**src/hw/rtl/pdtq_pkg.sv**
```systemverilog
// Shared types and constants of the paced datagram transmit queue.
`timescale 1ns / 1ps
`default_nettype none
package pdtq_pkg;

  // Command codes
  localparam logic [2:0] CMD_PUSH_TAIL = 3'd0;
  localparam logic [2:0] CMD_PUSH_RAW  = 3'd1;
  localparam logic [2:0] CMD_DROP      = 3'd2;
  localparam logic [2:0] CMD_TICK      = 3'd3;
  localparam logic [2:0] CMD_SEND      = 3'd4;
  localparam logic [2:0] CMD_CLEAR     = 3'd5;

  // Status codes
  localparam logic [2:0] ST_ACCEPTED = 3'd0;
  localparam logic [2:0] ST_REFUSED  = 3'd1;
  localparam logic [2:0] ST_SENT     = 3'd2;
  localparam logic [2:0] ST_PACED    = 3'd3;
  localparam logic [2:0] ST_WAIT_BUF = 3'd4;
  localparam logic [2:0] ST_ERR_KEEP = 3'd5;
  localparam logic [2:0] ST_LOST     = 3'd6;
  localparam logic [2:0] ST_EMPTY    = 3'd7;

  // Register indexes
  localparam logic [2:0] REG_RATE    = 3'd0;
  localparam logic [2:0] REG_BURST   = 3'd1;
  localparam logic [2:0] REG_STALE   = 3'd2;
  localparam logic [2:0] REG_RESERVE = 3'd3;
  localparam logic [2:0] REG_CATCHUP = 3'd4;

  localparam logic [3:0] RAW_SESSION = 4'd8;

  typedef enum logic [3:0] {
    S_IDLE,
    S_DECODE,
    S_DROP_WALK,
    S_EXPIRE,
    S_REFILL_MUL,
    S_REFILL_DIV,
    S_REFILL_SUM,
    S_SEND_EVAL,
    S_DONE
  } state_e;

  // Controller to datapath
  typedef struct packed {
    logic latch_in;
    logic decode;
    logic drop_step;
    logic drop_end;
    logic expire_step;
    logic refill_mul;
    logic refill_div;
    logic refill_sum;
    logic send_eval;
    logic finish;
  } ctrl_t;

  // Datapath to controller
  typedef struct packed {
    logic [2:0] cmd;
    logic       drop_more;
    logic       expire_more;
  } stat_t;

endpackage
`default_nettype wire

```
**src/hw/rtl/pdtq_ctrl.sv**
```systemverilog
// Sequencing state machine of the paced datagram transmit queue.
`timescale 1ns / 1ps
`default_nettype none
module pdtq_ctrl
  import pdtq_pkg::*;
(
  input  wire logic  clk_i,
  input  wire logic  rst_ni,
  input  wire logic  start_i,
  input  stat_t      stat_i,
  output ctrl_t      ctrl_o,
  output logic       busy_o
);

  state_e state_q, state_d;

  // State register
  always_ff @(posedge clk_i or negedge rst_ni) begin
    if (!rst_ni) begin
      state_q <= S_IDLE;
    end else begin
      state_q <= state_d;
    end
  end

  // Next state and commands
  always_comb begin
    state_d = state_q;
    ctrl_o  = '0;
    busy_o  = (state_q != S_IDLE);
    case (state_q)
      S_IDLE: begin
        if (start_i) begin
          ctrl_o.latch_in = 1'b1;
          state_d = S_DECODE;
        end
      end
      S_DECODE: begin
        case (stat_i.cmd)
          CMD_DROP: state_d = S_DROP_WALK;
          CMD_TICK: state_d = S_EXPIRE;
          CMD_SEND: state_d = S_SEND_EVAL;
          default: begin
            ctrl_o.decode = 1'b1;
            state_d = S_DONE;
          end
        endcase
      end
      S_DROP_WALK: begin
        if (stat_i.drop_more) begin
          ctrl_o.drop_step = 1'b1;
        end else begin
          ctrl_o.drop_end = 1'b1;
          state_d = S_DONE;
        end
      end
      S_EXPIRE: begin
        if (stat_i.expire_more) begin
          ctrl_o.expire_step = 1'b1;
        end else begin
          ctrl_o.refill_mul = 1'b1;
          state_d = S_REFILL_DIV;
        end
      end
      S_REFILL_MUL: begin
        ctrl_o.refill_mul = 1'b1;
        state_d = S_REFILL_DIV;
      end
      S_REFILL_DIV: begin
        ctrl_o.refill_div = 1'b1;
        state_d = S_REFILL_SUM;
      end
      S_REFILL_SUM: begin
        ctrl_o.refill_sum = 1'b1;
        state_d = S_DONE;
      end
      S_SEND_EVAL: begin
        ctrl_o.send_eval = 1'b1;
        state_d = S_DONE;
      end
      S_DONE: begin
        ctrl_o.finish = 1'b1;
        state_d = S_IDLE;
      end
      default: state_d = S_IDLE;
    endcase
  end

  // A result strobe only ever closes a request; idle is never busy and a latched request goes to decode
  a_finish_after_work: assert property (@(posedge clk_i) disable iff (!rst_ni)
    ctrl_o.finish |-> !$past(state_q == S_IDLE))
    else $error("finish without request");
  a_idle_not_busy: assert property (@(posedge clk_i) disable iff (!rst_ni)
    (state_q == S_IDLE) |-> !busy_o)
    else $error("busy while idle");
  a_latch_goes_decode: assert property (@(posedge clk_i) disable iff (!rst_ni)
    ctrl_o.latch_in |=> (state_q == S_DECODE))
    else $error("request not decoded");

endmodule
`default_nettype wire

```
**src/hw/rtl/pdtq_datapath.sv**
```systemverilog
// Descriptor ring, bucket, counters and result registers of the queue.
`timescale 1ns / 1ps
`default_nettype none
module pdtq_datapath
  import pdtq_pkg::*;
#(
  parameter int QUEUE_DEPTH = 8,
  parameter int MAX_LENGTH  = 1078,
  parameter int SESSIONS    = 4
) (
  input  wire logic        clk_i,
  input  wire logic        rst_ni,
  input  ctrl_t            ctrl_i,
  output stat_t            stat_o,
  input  wire logic [2:0]  cmd_i,
  input  wire logic [2:0]  session_i,
  input  wire logic [10:0] length_i,
  input  wire logic [7:0]  payload_tag_i,
  input  wire logic [31:0] now_ms_i,
  input  wire logic        socket_open_i,
  input  wire logic        buffers_known_i,
  input  wire logic [15:0] free_buffers_i,
  input  wire logic        message_ok_i,
  input  wire logic        send_ok_i,
  input  wire logic [15:0] rate_i,
  input  wire logic [15:0] burst_i,
  input  wire logic [15:0] stale_i,
  input  wire logic [7:0]  reserve_i,
  input  wire logic [15:0] catchup_i,
  output logic             done_o,
  output logic [2:0]       status_o,
  output logic [7:0]       tag_out_o,
  output logic [3:0]       session_out_o,
  output logic [10:0]      length_out_o,
  output logic [4:0]       queued_o,
  output logic [15:0]      credit_o,
  output logic [4:0]       dropped_now_o,
  output logic [31:0]      lost_total_o,
  output logic [31:0]      error_total_o,
  output logic [31:0]      sent_total_o
);

  localparam int PW = (QUEUE_DEPTH > 1) ? $clog2(QUEUE_DEPTH) : 1;
  localparam int CW = $clog2(QUEUE_DEPTH + 1);
  localparam logic [PW-1:0] PMAX = PW'(QUEUE_DEPTH - 1);
  localparam logic [CW-1:0] CFULL = CW'(QUEUE_DEPTH);

  // Ring storage (no reset: entries below the count are always written)
  logic [31:0] at_q  [QUEUE_DEPTH];
  logic [10:0] len_q [QUEUE_DEPTH];
  logic [3:0]  ses_q [QUEUE_DEPTH];
  logic [7:0]  tag_q [QUEUE_DEPTH];
  logic        err_q [QUEUE_DEPTH];

  logic [PW-1:0] head_q, head_d;
  logic [CW-1:0] count_q, count_d;
  logic [15:0]   credit_q, credit_d;
  logic [31:0]   last_q, last_d;
  logic [31:0]   lost_q, lost_d, errc_q, errc_d, sent_q, sent_d;

  // Latched request
  logic [2:0]  cmd_q;
  logic [2:0]  sess_q;
  logic [10:0] len_in_q;
  logic [7:0]  tag_in_q;
  logic [31:0] now_q;
  logic        sock_q, bknown_q, msgok_q, sndok_q;
  logic [15:0] freeb_q;

  // Walk state for drop
  logic [CW-1:0] rd_q, kept_q;
  logic [4:0]    drop_q;
  // Refill pipeline
  logic [31:0]   prod_q;
  logic [15:0]   add_q;

  // Result staging
  logic [2:0]  st_q;
  logic [7:0]  otag_q;
  logic [3:0]  oses_q;
  logic [10:0] olen_q;

  function automatic logic [PW-1:0] wrap(input logic [PW-1:0] b, input logic [CW-1:0] o);
    logic [CW:0] s;
    s = {1'b0, CW'(b)} + {1'b0, o};
    if (s >= (CW+1)'(QUEUE_DEPTH)) s = s - (CW+1)'(QUEUE_DEPTH);
    return s[PW-1:0];
  endfunction

  logic [PW-1:0] tail_idx, prev_head, rd_idx, wr_idx, head_next;
  logic [31:0]   age;
  logic          stale;
  logic [31:0]   elapsed;
  logic [15:0]   el_cap;
  logic [16:0]   sum;
  logic [15:0]   need;
  logic [21:0]   need_prod;
  logic [10:0]   h_len;
  logic          h_raw;
  logic [58:0]   quot_prod;
  logic [31:0]   quot;
  logic          free_buffers_lt;

  assign tail_idx  = wrap(head_q, count_q);
  assign prev_head = (head_q == '0) ? PMAX : head_q - PW'(1);
  assign head_next = (head_q == PMAX) ? '0 : head_q + PW'(1);
  assign rd_idx    = wrap(head_q, rd_q);
  assign wr_idx    = wrap(head_q, kept_q);
  assign age       = now_q - at_q[head_q];
  assign stale     = !age[31] && (age > {16'd0, stale_i});
  assign elapsed   = now_q - last_q;
  assign el_cap    = (elapsed > {16'd0, catchup_i}) ? catchup_i : elapsed[15:0];
  // prod / 1000 as (prod / 8) / 125; the reciprocal of 125 is exact for x < 2^29
  assign quot_prod = {30'd0, prod_q[31:3]} * 59'd549755814;
  assign quot      = {9'd0, quot_prod[58:36]};
  assign h_len     = len_q[head_q];
  assign h_raw     = (ses_q[head_q] == RAW_SESSION);
  // length / 100 by reciprocal, exact for lengths below 2048
  assign need_prod = {11'd0, h_len} * 22'd1311;
  assign need      = {11'd0, need_prod[21:17]} + 16'd2 + {8'd0, reserve_i};
  assign sum       = {1'b0, credit_q} + {1'b0, add_q};
  assign free_buffers_lt = freeb_q < need;

  assign stat_o.cmd         = cmd_q;
  assign stat_o.drop_more   = (rd_q < count_q);
  assign stat_o.expire_more = (count_q != '0) && stale;

  // Control registers and counters
  always_comb begin
    head_d = head_q; count_d = count_q; credit_d = credit_q; last_d = last_q;
    lost_d = lost_q; errc_d = errc_q; sent_d = sent_q;
    if (ctrl_i.decode) begin
      case (cmd_q)
        CMD_PUSH_TAIL: begin
          if (!({1'b0, sess_q} >= 4'(SESSIONS) || len_in_q > 11'(MAX_LENGTH)
                || count_q >= CFULL))
            count_d = count_q + CW'(1);
        end
        CMD_PUSH_RAW: begin
          if (count_q >= CFULL || len_in_q > 11'(MAX_LENGTH)) begin
            lost_d = lost_q + 32'd1;
          end else begin
            head_d = prev_head; count_d = count_q + CW'(1);
          end
        end
        CMD_CLEAR: begin
          lost_d = lost_q + 32'(count_q); head_d = '0; count_d = '0;
        end
        default: ;
      endcase
    end
    if (ctrl_i.drop_step && ses_q[rd_idx] == {1'b0, sess_q})
      lost_d = lost_q + 32'd1;
    if (ctrl_i.drop_end) count_d = kept_q;
    if (ctrl_i.expire_step) begin
      head_d = head_next; count_d = count_q - CW'(1); lost_d = lost_q + 32'd1;
    end
    if (ctrl_i.refill_mul) last_d = now_q;
    if (ctrl_i.refill_sum) begin
      credit_d = (sum > {1'b0, burst_i}) ? burst_i : sum[15:0];
      if (count_q != '0 && !sock_q) begin
        lost_d = lost_q + 32'(count_q); head_d = '0; count_d = '0;
      end
    end
    if (ctrl_i.send_eval) begin
      if (count_q != '0 && !sock_q) begin
        lost_d = lost_q + 32'(count_q); head_d = '0; count_d = '0;
      end else if (count_q != '0) begin
        if (!h_raw && credit_q < {5'd0, h_len}) begin
        end else if (bknown_q && free_buffers_lt) begin
        end else if (!msgok_q) begin
          if (!err_q[head_q]) errc_d = errc_q + 32'd1;
        end else if (!sndok_q) begin
          if (!err_q[head_q]) errc_d = errc_q + 32'd1;
          lost_d = lost_q + 32'd1; head_d = head_next; count_d = count_q - CW'(1);
        end else begin
          sent_d = sent_q + 32'd1;
          if (!h_raw) credit_d = credit_q - {5'd0, h_len};
          head_d = head_next; count_d = count_q - CW'(1);
        end
      end
    end
  end

  always_ff @(posedge clk_i or negedge rst_ni) begin
    if (!rst_ni) begin
      head_q <= '0; count_q <= '0; credit_q <= 16'd2400; last_q <= '0;
      lost_q <= '0; errc_q <= '0; sent_q <= '0; done_o <= 1'b0;
      rd_q <= '0; kept_q <= '0; drop_q <= '0;
    end else begin
      head_q <= head_d; count_q <= count_d; credit_q <= credit_d; last_q <= last_d;
      lost_q <= lost_d; errc_q <= errc_d; sent_q <= sent_d;
      done_o <= ctrl_i.finish;
      if (ctrl_i.latch_in) begin
        rd_q <= '0; kept_q <= '0; drop_q <= '0;
      end
      if (ctrl_i.drop_step) begin
        rd_q <= rd_q + CW'(1);
        if (ses_q[rd_idx] == {1'b0, sess_q}) drop_q <= drop_q + 5'd1;
        else kept_q <= kept_q + CW'(1);
      end
      if (ctrl_i.expire_step) drop_q <= drop_q + 5'd1;
      if (ctrl_i.refill_sum && count_q != '0 && !sock_q)
        drop_q <= drop_q + 5'(count_q);
    end
  end

  // Ring writes
  always_ff @(posedge clk_i) begin
    if (ctrl_i.decode && cmd_q == CMD_PUSH_TAIL && count_q < CFULL
        && {1'b0, sess_q} < 4'(SESSIONS) && len_in_q <= 11'(MAX_LENGTH)) begin
      at_q[tail_idx] <= now_q; len_q[tail_idx] <= len_in_q;
      ses_q[tail_idx] <= {1'b0, sess_q}; tag_q[tail_idx] <= tag_in_q;
      err_q[tail_idx] <= 1'b0;
    end
    if (ctrl_i.decode && cmd_q == CMD_PUSH_RAW && count_q < CFULL
        && len_in_q <= 11'(MAX_LENGTH)) begin
      at_q[prev_head] <= now_q; len_q[prev_head] <= len_in_q;
      ses_q[prev_head] <= RAW_SESSION; tag_q[prev_head] <= tag_in_q;
      err_q[prev_head] <= 1'b0;
    end
    if (ctrl_i.drop_step && ses_q[rd_idx] != {1'b0, sess_q}) begin
      at_q[wr_idx] <= at_q[rd_idx]; len_q[wr_idx] <= len_q[rd_idx];
      ses_q[wr_idx] <= ses_q[rd_idx]; tag_q[wr_idx] <= tag_q[rd_idx];
      err_q[wr_idx] <= err_q[rd_idx];
    end
    if (ctrl_i.send_eval && count_q != '0 && sock_q && !msgok_q
        && (h_raw || credit_q >= {5'd0, h_len}) && !(bknown_q && free_buffers_lt))
      err_q[head_q] <= 1'b1;
  end

  // Request latch, refill arithmetic and result staging
  always_ff @(posedge clk_i) begin
    if (ctrl_i.latch_in) begin
      cmd_q <= cmd_i; sess_q <= session_i; len_in_q <= length_i;
      tag_in_q <= payload_tag_i; now_q <= now_ms_i; sock_q <= socket_open_i;
      bknown_q <= buffers_known_i; freeb_q <= free_buffers_i;
      msgok_q <= message_ok_i; sndok_q <= send_ok_i;
      st_q <= ST_ACCEPTED; otag_q <= '0; oses_q <= '0; olen_q <= '0;
    end
    if (ctrl_i.refill_mul) prod_q <= {16'd0, el_cap} * {16'd0, rate_i};
    if (ctrl_i.refill_div) add_q <= (quot > 32'hFFFF) ? 16'hFFFF : quot[15:0];
    if (ctrl_i.decode) begin
      case (cmd_q)
        CMD_PUSH_TAIL: begin
          otag_q <= tag_in_q; oses_q <= {1'b0, sess_q}; olen_q <= len_in_q;
          if ({1'b0, sess_q} >= 4'(SESSIONS) || len_in_q > 11'(MAX_LENGTH)
              || count_q >= CFULL) st_q <= ST_REFUSED;
        end
        CMD_PUSH_RAW: begin
          otag_q <= tag_in_q; oses_q <= RAW_SESSION; olen_q <= len_in_q;
          if (count_q >= CFULL || len_in_q > 11'(MAX_LENGTH)) st_q <= ST_LOST;
        end
        CMD_CLEAR: ;
        default: st_q <= ST_REFUSED;
      endcase
    end
    if (ctrl_i.send_eval) begin
      if (count_q == '0 || !sock_q) begin
        st_q <= ST_EMPTY;
      end else begin
        otag_q <= tag_q[head_q]; oses_q <= ses_q[head_q]; olen_q <= h_len;
        if (!h_raw && credit_q < {5'd0, h_len}) st_q <= ST_PACED;
        else if (bknown_q && free_buffers_lt) st_q <= ST_WAIT_BUF;
        else if (!msgok_q) st_q <= ST_ERR_KEEP;
        else if (!sndok_q) st_q <= ST_LOST;
        else st_q <= ST_SENT;
      end
    end
  end

  // Drop count for one-shot cases
  logic [4:0] dn_q;
  always_ff @(posedge clk_i) begin
    if (ctrl_i.latch_in) dn_q <= '0;
    if (ctrl_i.decode) begin
      if (cmd_q == CMD_CLEAR) dn_q <= 5'(count_q);
      else if (cmd_q == CMD_PUSH_RAW && (count_q >= CFULL || len_in_q > 11'(MAX_LENGTH)))
        dn_q <= 5'd1;
    end
    if (ctrl_i.send_eval) begin
      if (count_q != '0 && !sock_q) dn_q <= 5'(count_q);
      else if (count_q != '0 && msgok_q && !sndok_q
               && (h_raw || credit_q >= {5'd0, h_len})
               && !(bknown_q && free_buffers_lt)) dn_q <= 5'd1;
    end
  end

  assign status_o      = st_q;
  assign tag_out_o     = otag_q;
  assign session_out_o = oses_q;
  assign length_out_o  = olen_q;
  assign queued_o      = 5'(count_q);
  assign credit_o      = credit_q;
  assign dropped_now_o = dn_q + drop_q;
  assign lost_total_o  = lost_q;
  assign error_total_o = errc_q;
  assign sent_total_o  = sent_q;

  // Ring never overfills; expiry only pops from a non-empty ring; a drop never grows it
  a_count_bound: assert property (@(posedge clk_i) disable iff (!rst_ni)
    count_q <= CFULL) else $error("ring overfilled");
  a_expire_nonempty: assert property (@(posedge clk_i) disable iff (!rst_ni)
    ctrl_i.expire_step |-> count_q != '0) else $error("expire on empty ring");
  a_drop_shrinks: assert property (@(posedge clk_i) disable iff (!rst_ni)
    ctrl_i.drop_end |=> count_q <= $past(count_q)) else $error("drop grew ring");

endmodule
`default_nettype wire

```
**src/hw/rtl/paced_datagram_tx_queue.sv**
```systemverilog
// Top level: configuration registers, controller and datapath of the queue.
// Push, clear and unused codes are decoded and finish; send adds an evaluation
// step, drop walks every queued item, tick pops expired items, then refills.
// One request at a time; busy is high from acceptance until the result strobe,
// and the next request can be taken in the strobe cycle; none is taken before
// the last result. The receiver cannot stall: the result shows on done_o.
// Reset: ring empty, counters zero, credit 2400, registers at reset values.
`timescale 1ns / 1ps
`default_nettype none
module paced_datagram_tx_queue
  import pdtq_pkg::*;
#(
  parameter int QUEUE_DEPTH = 8,
  parameter int MAX_LENGTH  = 1078,
  parameter int SESSIONS    = 4
) (
  input  wire logic        clk_i,
  input  wire logic        rst_ni,
  input  wire logic        start,
  output logic             busy,
  output logic             done_o,
  input  wire logic        psel,
  input  wire logic        penable,
  input  wire logic        pwrite,
  input  wire logic [4:0]  paddr,
  input  wire logic [31:0] pwdata,
  output logic [31:0]      prdata,
  output logic             pready,
  input  wire logic [2:0]  cmd_i,
  input  wire logic [2:0]  session_i,
  input  wire logic [10:0] length_i,
  input  wire logic [7:0]  payload_tag_i,
  input  wire logic [31:0] now_ms_i,
  input  wire logic        socket_open_i,
  input  wire logic        buffers_known_i,
  input  wire logic [15:0] free_buffers_i,
  input  wire logic        message_ok_i,
  input  wire logic        send_ok_i,
  output logic [2:0]       status_o,
  output logic [7:0]       tag_out_o,
  output logic [3:0]       session_out_o,
  output logic [10:0]      length_out_o,
  output logic [4:0]       queued_o,
  output logic [15:0]      credit_o,
  output logic [4:0]       dropped_now_o,
  output logic [31:0]      lost_total_o,
  output logic [31:0]      error_total_o,
  output logic [31:0]      sent_total_o
);

  logic [15:0] rate_q, burst_q, stale_q, catchup_q;
  logic [7:0]  reserve_q;
  logic [2:0]  ridx;
  logic        wr;
  ctrl_t       ctrl;
  stat_t       stat;

  assign pready = 1'b1;
  assign ridx   = paddr[4:2];
  assign wr     = psel && penable && pwrite && pready;

  // Configuration registers
  always_ff @(posedge clk_i or negedge rst_ni) begin
    if (!rst_ni) begin
      rate_q <= 16'd3000; burst_q <= 16'd2400; stale_q <= 16'd4000;
      reserve_q <= 8'd24; catchup_q <= 16'd10000;
    end else if (wr) begin
      case (ridx)
        REG_RATE:    rate_q    <= pwdata[15:0];
        REG_BURST:   burst_q   <= pwdata[15:0];
        REG_STALE:   stale_q   <= pwdata[15:0];
        REG_RESERVE: reserve_q <= pwdata[7:0];
        REG_CATCHUP: catchup_q <= pwdata[15:0];
        default: ;
      endcase
    end
  end

  // Register read
  always_comb begin
    case (ridx)
      REG_RATE:    prdata = {16'd0, rate_q};
      REG_BURST:   prdata = {16'd0, burst_q};
      REG_STALE:   prdata = {16'd0, stale_q};
      REG_RESERVE: prdata = {24'd0, reserve_q};
      REG_CATCHUP: prdata = {16'd0, catchup_q};
      default:     prdata = '0;
    endcase
  end

  pdtq_ctrl u_ctrl (
    .clk_i, .rst_ni, .start_i(start), .stat_i(stat), .ctrl_o(ctrl), .busy_o(busy)
  );

  pdtq_datapath #(
    .QUEUE_DEPTH(QUEUE_DEPTH), .MAX_LENGTH(MAX_LENGTH), .SESSIONS(SESSIONS)
  ) u_dp (
    .clk_i, .rst_ni, .ctrl_i(ctrl), .stat_o(stat),
    .cmd_i, .session_i, .length_i, .payload_tag_i, .now_ms_i, .socket_open_i,
    .buffers_known_i, .free_buffers_i, .message_ok_i, .send_ok_i,
    .rate_i(rate_q), .burst_i(burst_q), .stale_i(stale_q), .reserve_i(reserve_q),
    .catchup_i(catchup_q), .done_o,
    .status_o, .tag_out_o, .session_out_o, .length_out_o, .queued_o, .credit_o,
    .dropped_now_o, .lost_total_o, .error_total_o, .sent_total_o
  );

endmodule
`default_nettype wire

```
**config.mk**
```make
export PLATFORM = sky130hd
export DESIGN_NAME = paced_datagram_tx_queue
export DESIGN_NICKNAME = d
export VERILOG_FILES = /design/src/hw/rtl/pdtq_pkg.sv /design/src/hw/rtl/pdtq_ctrl.sv /design/src/hw/rtl/pdtq_datapath.sv /design/src/hw/rtl/paced_datagram_tx_queue.sv
export SDC_FILE = /design/constraint.sdc
export NUM_CORES = 2
export LEC_CHECK = 0
export CAP_MARGIN = 20
export CORE_AREA = 4 4 389 391
export DETAILED_ROUTE_END_ITERATION = 10
export DIE_AREA = 0 0 393 395
export DONT_BUFFER_PORTS = 1
export PLACE_DENSITY = 0.74
export SLEW_MARGIN = 20
export SYNTH_ARGS = -nofsm -noshare
export SYNTH_HDL_FRONTEND = slang
export SYNTH_HIERARCHICAL = 1
export SYNTH_SLANG_ARGS = --single-unit
export TNS_END_PERCENT = 100
```
**constraint.sdc**
```tcl
create_clock -name clk_i -period 16.1 [get_ports clk_i]
set_clock_uncertainty 0.05 [all_clocks]
set_input_delay 0.805 -clock clk_i [delete_from_list [all_inputs] [get_ports clk_i]]
set_output_delay 0.805 -clock clk_i [all_outputs]
set_load 0.02 [all_outputs]
```
==> key figures <==
Die
  – # rows: 141
  – Starting Density: 49.8%
  – Die H: 395 microns
  – Die area: 155000 sq um
  – Num ports: 303
  – Chip width: 393 microns
  – Core Box Area: 147000 sq um

Placed design
  – I/O Buffers: 0
  – DPL Wire Length: 153000 microns
  – Final GP Congestion: 0.946

Outcome
  – Status: finished with violations
  – Failing checks: hold timing

Timing
  – Setup TNS: 0 ns
  – Final setup violation count: 0
  – Worst hold margin: -0.00278 ns
  – Final period util: 83.3%
  – RSZ-0062 raised after global routing: false
  – Slew margin rel.: 18.3%
  – Final Hold Fails: 5
  – Fin. max-slew vios: 0
  – Max Freq: 0.0746 GHz
  – Slew @ Worst Pin: 1.22 ns
  – Final worst path period need: 13.41 ns

Cells and area
  – P&R area growth vs syn: 6.81%
  – Most common cell after layout, fill and taps aside: inv_1
  – Most frequent cells in the layout: 865 x inv_1, 784 x nand2_1, 730 x ha_1
  – Fraction of layout cells with a size suffix above 1: 7.89%
  – NumNets Final: 8489

Synth
  – Top_reg_cell synth: edfxtp_1
  – Synthesized area per cell: 10.0 sq um
  – Share of the synthesized area in the top cell type: 23.0%
  – Count of cell types in the netlist: 100
  – Synth Register Bits: 842
  – Area leader, netlist: edfxtp_1
  – Number of flops mapped to enable cells by yosys: 562
  – Largest cells by area after synthesis: edfxtp_1 23%, fa_1 14%, ha_1 12%
  – Synthesized area: 73400 sq um
  – Ys Warns: 6
  – Post-synthesis sequential area ratio: 32.3%
  – FFs w/ async S/R, synth: 28.6%
  – Post-Synthesis Cells: 7335

Route
  – Residual DRC: 0
  – Drt total wl: 221000 microns
  – Via density: 6.28
  – Routed vias: 57400
  – Initial DRC Count: 6046
  – Drt wl/cell: 24.2 microns
  – Antenna Nets Post-Route: 0
  – TritonRoute pass-1 iters: 8

Worst setup path
  – Crit path capture type: flop
  – Critical Path RT: 16.63 ns
  – Register-to-Register Path Depth: 41
  – Crit path top cell by count: ha_1
  – WP data arrival: 13.94 ns
  – WS Path Type: flop to flop
  – Crit path launch type: flop
  – Crit-path slowest cell: o22ai_1
  – Crit Path Max Fanout: 31
  – CP peak stage delay: 1.08 ns

Clock network
  – TritonCTS clock tree: built
  – H-tree depth: 3
  – Clock Sinks: 842
  – Clock slew at reported path FFs: 0.07 ns
  – Clock tree buffer depth: 3
  – Number of buffers created by CTS: 93
  – Clock latency on the worst-skew pair: 0.74 ns
  – Cell chosen for the clock root: clkbuf_16

GRT
  – Grt ovf: 0
  – Pin count of the biggest net entering global routing: 214
  – Initial antenna violation count: 10
  – First-pass GRT wire length: 340000 microns
  – Vias in the first global route: 58600
  – Gr usage total: 28.1%

Flow run
  – MaxCap Viol Count: 0

Hold path
  – Hold Crit Class: input port to async pin
## per-stage QoR
step | util [%] | instances | worst slack, ns | cell area, sq um
2_1_floorplan | - | 7350 | 5.98 | 73500
3_3_place_gp | 51.0 | 8962 | 3.25 | 75100
3_5_place_dp | 51.0 | 8962 | 3.19 | 75100
4_1_cts | 53.1 | 9138 | 3.13 | 78300
5_1_grt | 53.2 | 9142 | 2.26 | 78400
6_report | 53.2 | 9147 | 2.69 | 78400
## worst max-delay path, delay by kind of cell, from the launching register on
kind,cells,cell delay [ns]
AO/OA/AOI/OAI,16,4.24
XOR/XNOR,2,0.32
adder cells (fa/ha/maj),10,3.58
buffers and inverters,5,1.03
flip-flops,1,0.67
AND/OR/NAND/NOR,8,3.33
## cells in the mapped netlist (all sizes together), types with 43 or more instances
| master | number |
|---|---|
| mux2i | 87 |
| nor3 | 77 |
| mux4 | 113 |
| nand3 | 127 |
| o21ai | 667 |
| a221oi | 95 |
| xnor2 | 144 |
| buf | 98 |
| a21o | 66 |
| o22ai | 43 |
| a21oi | 323 |
| a22oi | 115 |
| clkbuf | 311 |
| nor2 | 290 |
| nand2 | 789 |
| ha | 731 |
| nor2b | 57 |
| dfrtp | 213 |
| inv | 866 |
| nand4 | 61 |
| edfxtp | 562 |
| xor2 | 96 |
| mux2 | 100 |
| a22o | 66 |
| and3 | 83 |
| fa | 507 |
| and2 | 117 |
## sequential cells by signal, indices dropped and copies added, names as in the netlist, 11 cells and up
| signal | flops |
|---|---|
| u_dp/error_total_o | 32 |
| rate_q | 16 |
| u_dp/now_q | 32 |
| u_dp/prod_q | 29 |
| u_dp/len_q | 88 |
| u_dp/len_in_q | 11 |
| stale_q | 16 |
| u_dp/at_q | 256 |
| u_dp/ses_q | 32 |
| u_dp/credit_o | 16 |
| u_dp/tag_q | 64 |
| u_dp/lost_total_o | 32 |
| u_dp/last_q | 32 |
| u_dp/length_out_o | 11 |
| burst_q | 16 |
| u_dp/add_q | 16 |
| catchup_q | 16 |
| u_dp/freeb_q | 16 |
| u_dp/sent_total_o | 32 |
## what timing repair did
item | 4_1_cts | 5_1_grt
endpoints found under the hold margin | 213 | 0
hold buffers | 2 | 0
resized for setup | 0 | 0
setup buffers | 0 | 0
## path summary, 6_finish.rpt
path | startpoint | slack, ns | to
setup / recovery | u_dp/head_q[0] | 2.69 | u_dp/lost_total_o[11]
max in group asynchronous | rst_ni | 14.83 | u_dp/last_q[31]
setup reg to reg | u_dp/head_q[0] | 2.69 | u_dp/lost_total_o[11]
min in group clk_i | length_i[7] | 0.11 | u_dp/len_in_q[7]
hold / removal | rst_ni | -0.003 | u_dp/sent_total_o[1]
hold reg to reg | u_dp/dn_q[4] | 0.43 | u_dp/dn_q[4]
## final cells by class
type	count	area, sq um
inverters	868	3260
clock inverters	56	603
clock buffers	118	2540
diodes	7	17.5
multi-input cells	5231	45100
well taps	1930	2410
flip-flops and latches	842	23700
fillers	12700	69100
repair buffers	95	769
## metal layers
metal / GRT usage (%) / vias to the layer above / wire (microns)
met3: 6.65 / 657 / 24600
met1: 35.6 / 28100 / 82600
met5: 0 / - / 0
li1: - / 25400 / -
met4: 12.4 / 0 / 11400
met2: 46.0 / 3238 / 103000
## cells by family (layout without fill, tap and decap cells)
logic type / count (synthesis) / count (layout) / synth area share, %
AOI/OAI and AO/OA: 1693 / 1693 / 14.4
xor gates and xnor gates: 241 / 241 / 2.89
adders and majority gates: 1238 / 1238 / 26.3
buffers and inverters: 1277 / 1137 / 6.78
DFF: 842 / 842 / 32.3
other: 3 / 25 / 0.0153
and+or+nand+nor: 1741 / 1741 / 11.0
muxes: 300 / 300 / 6.25
Power is left out: the tool's default activity adds up to more than one toggle a clock period on the data nets, which glitch-free logic cannot reach.
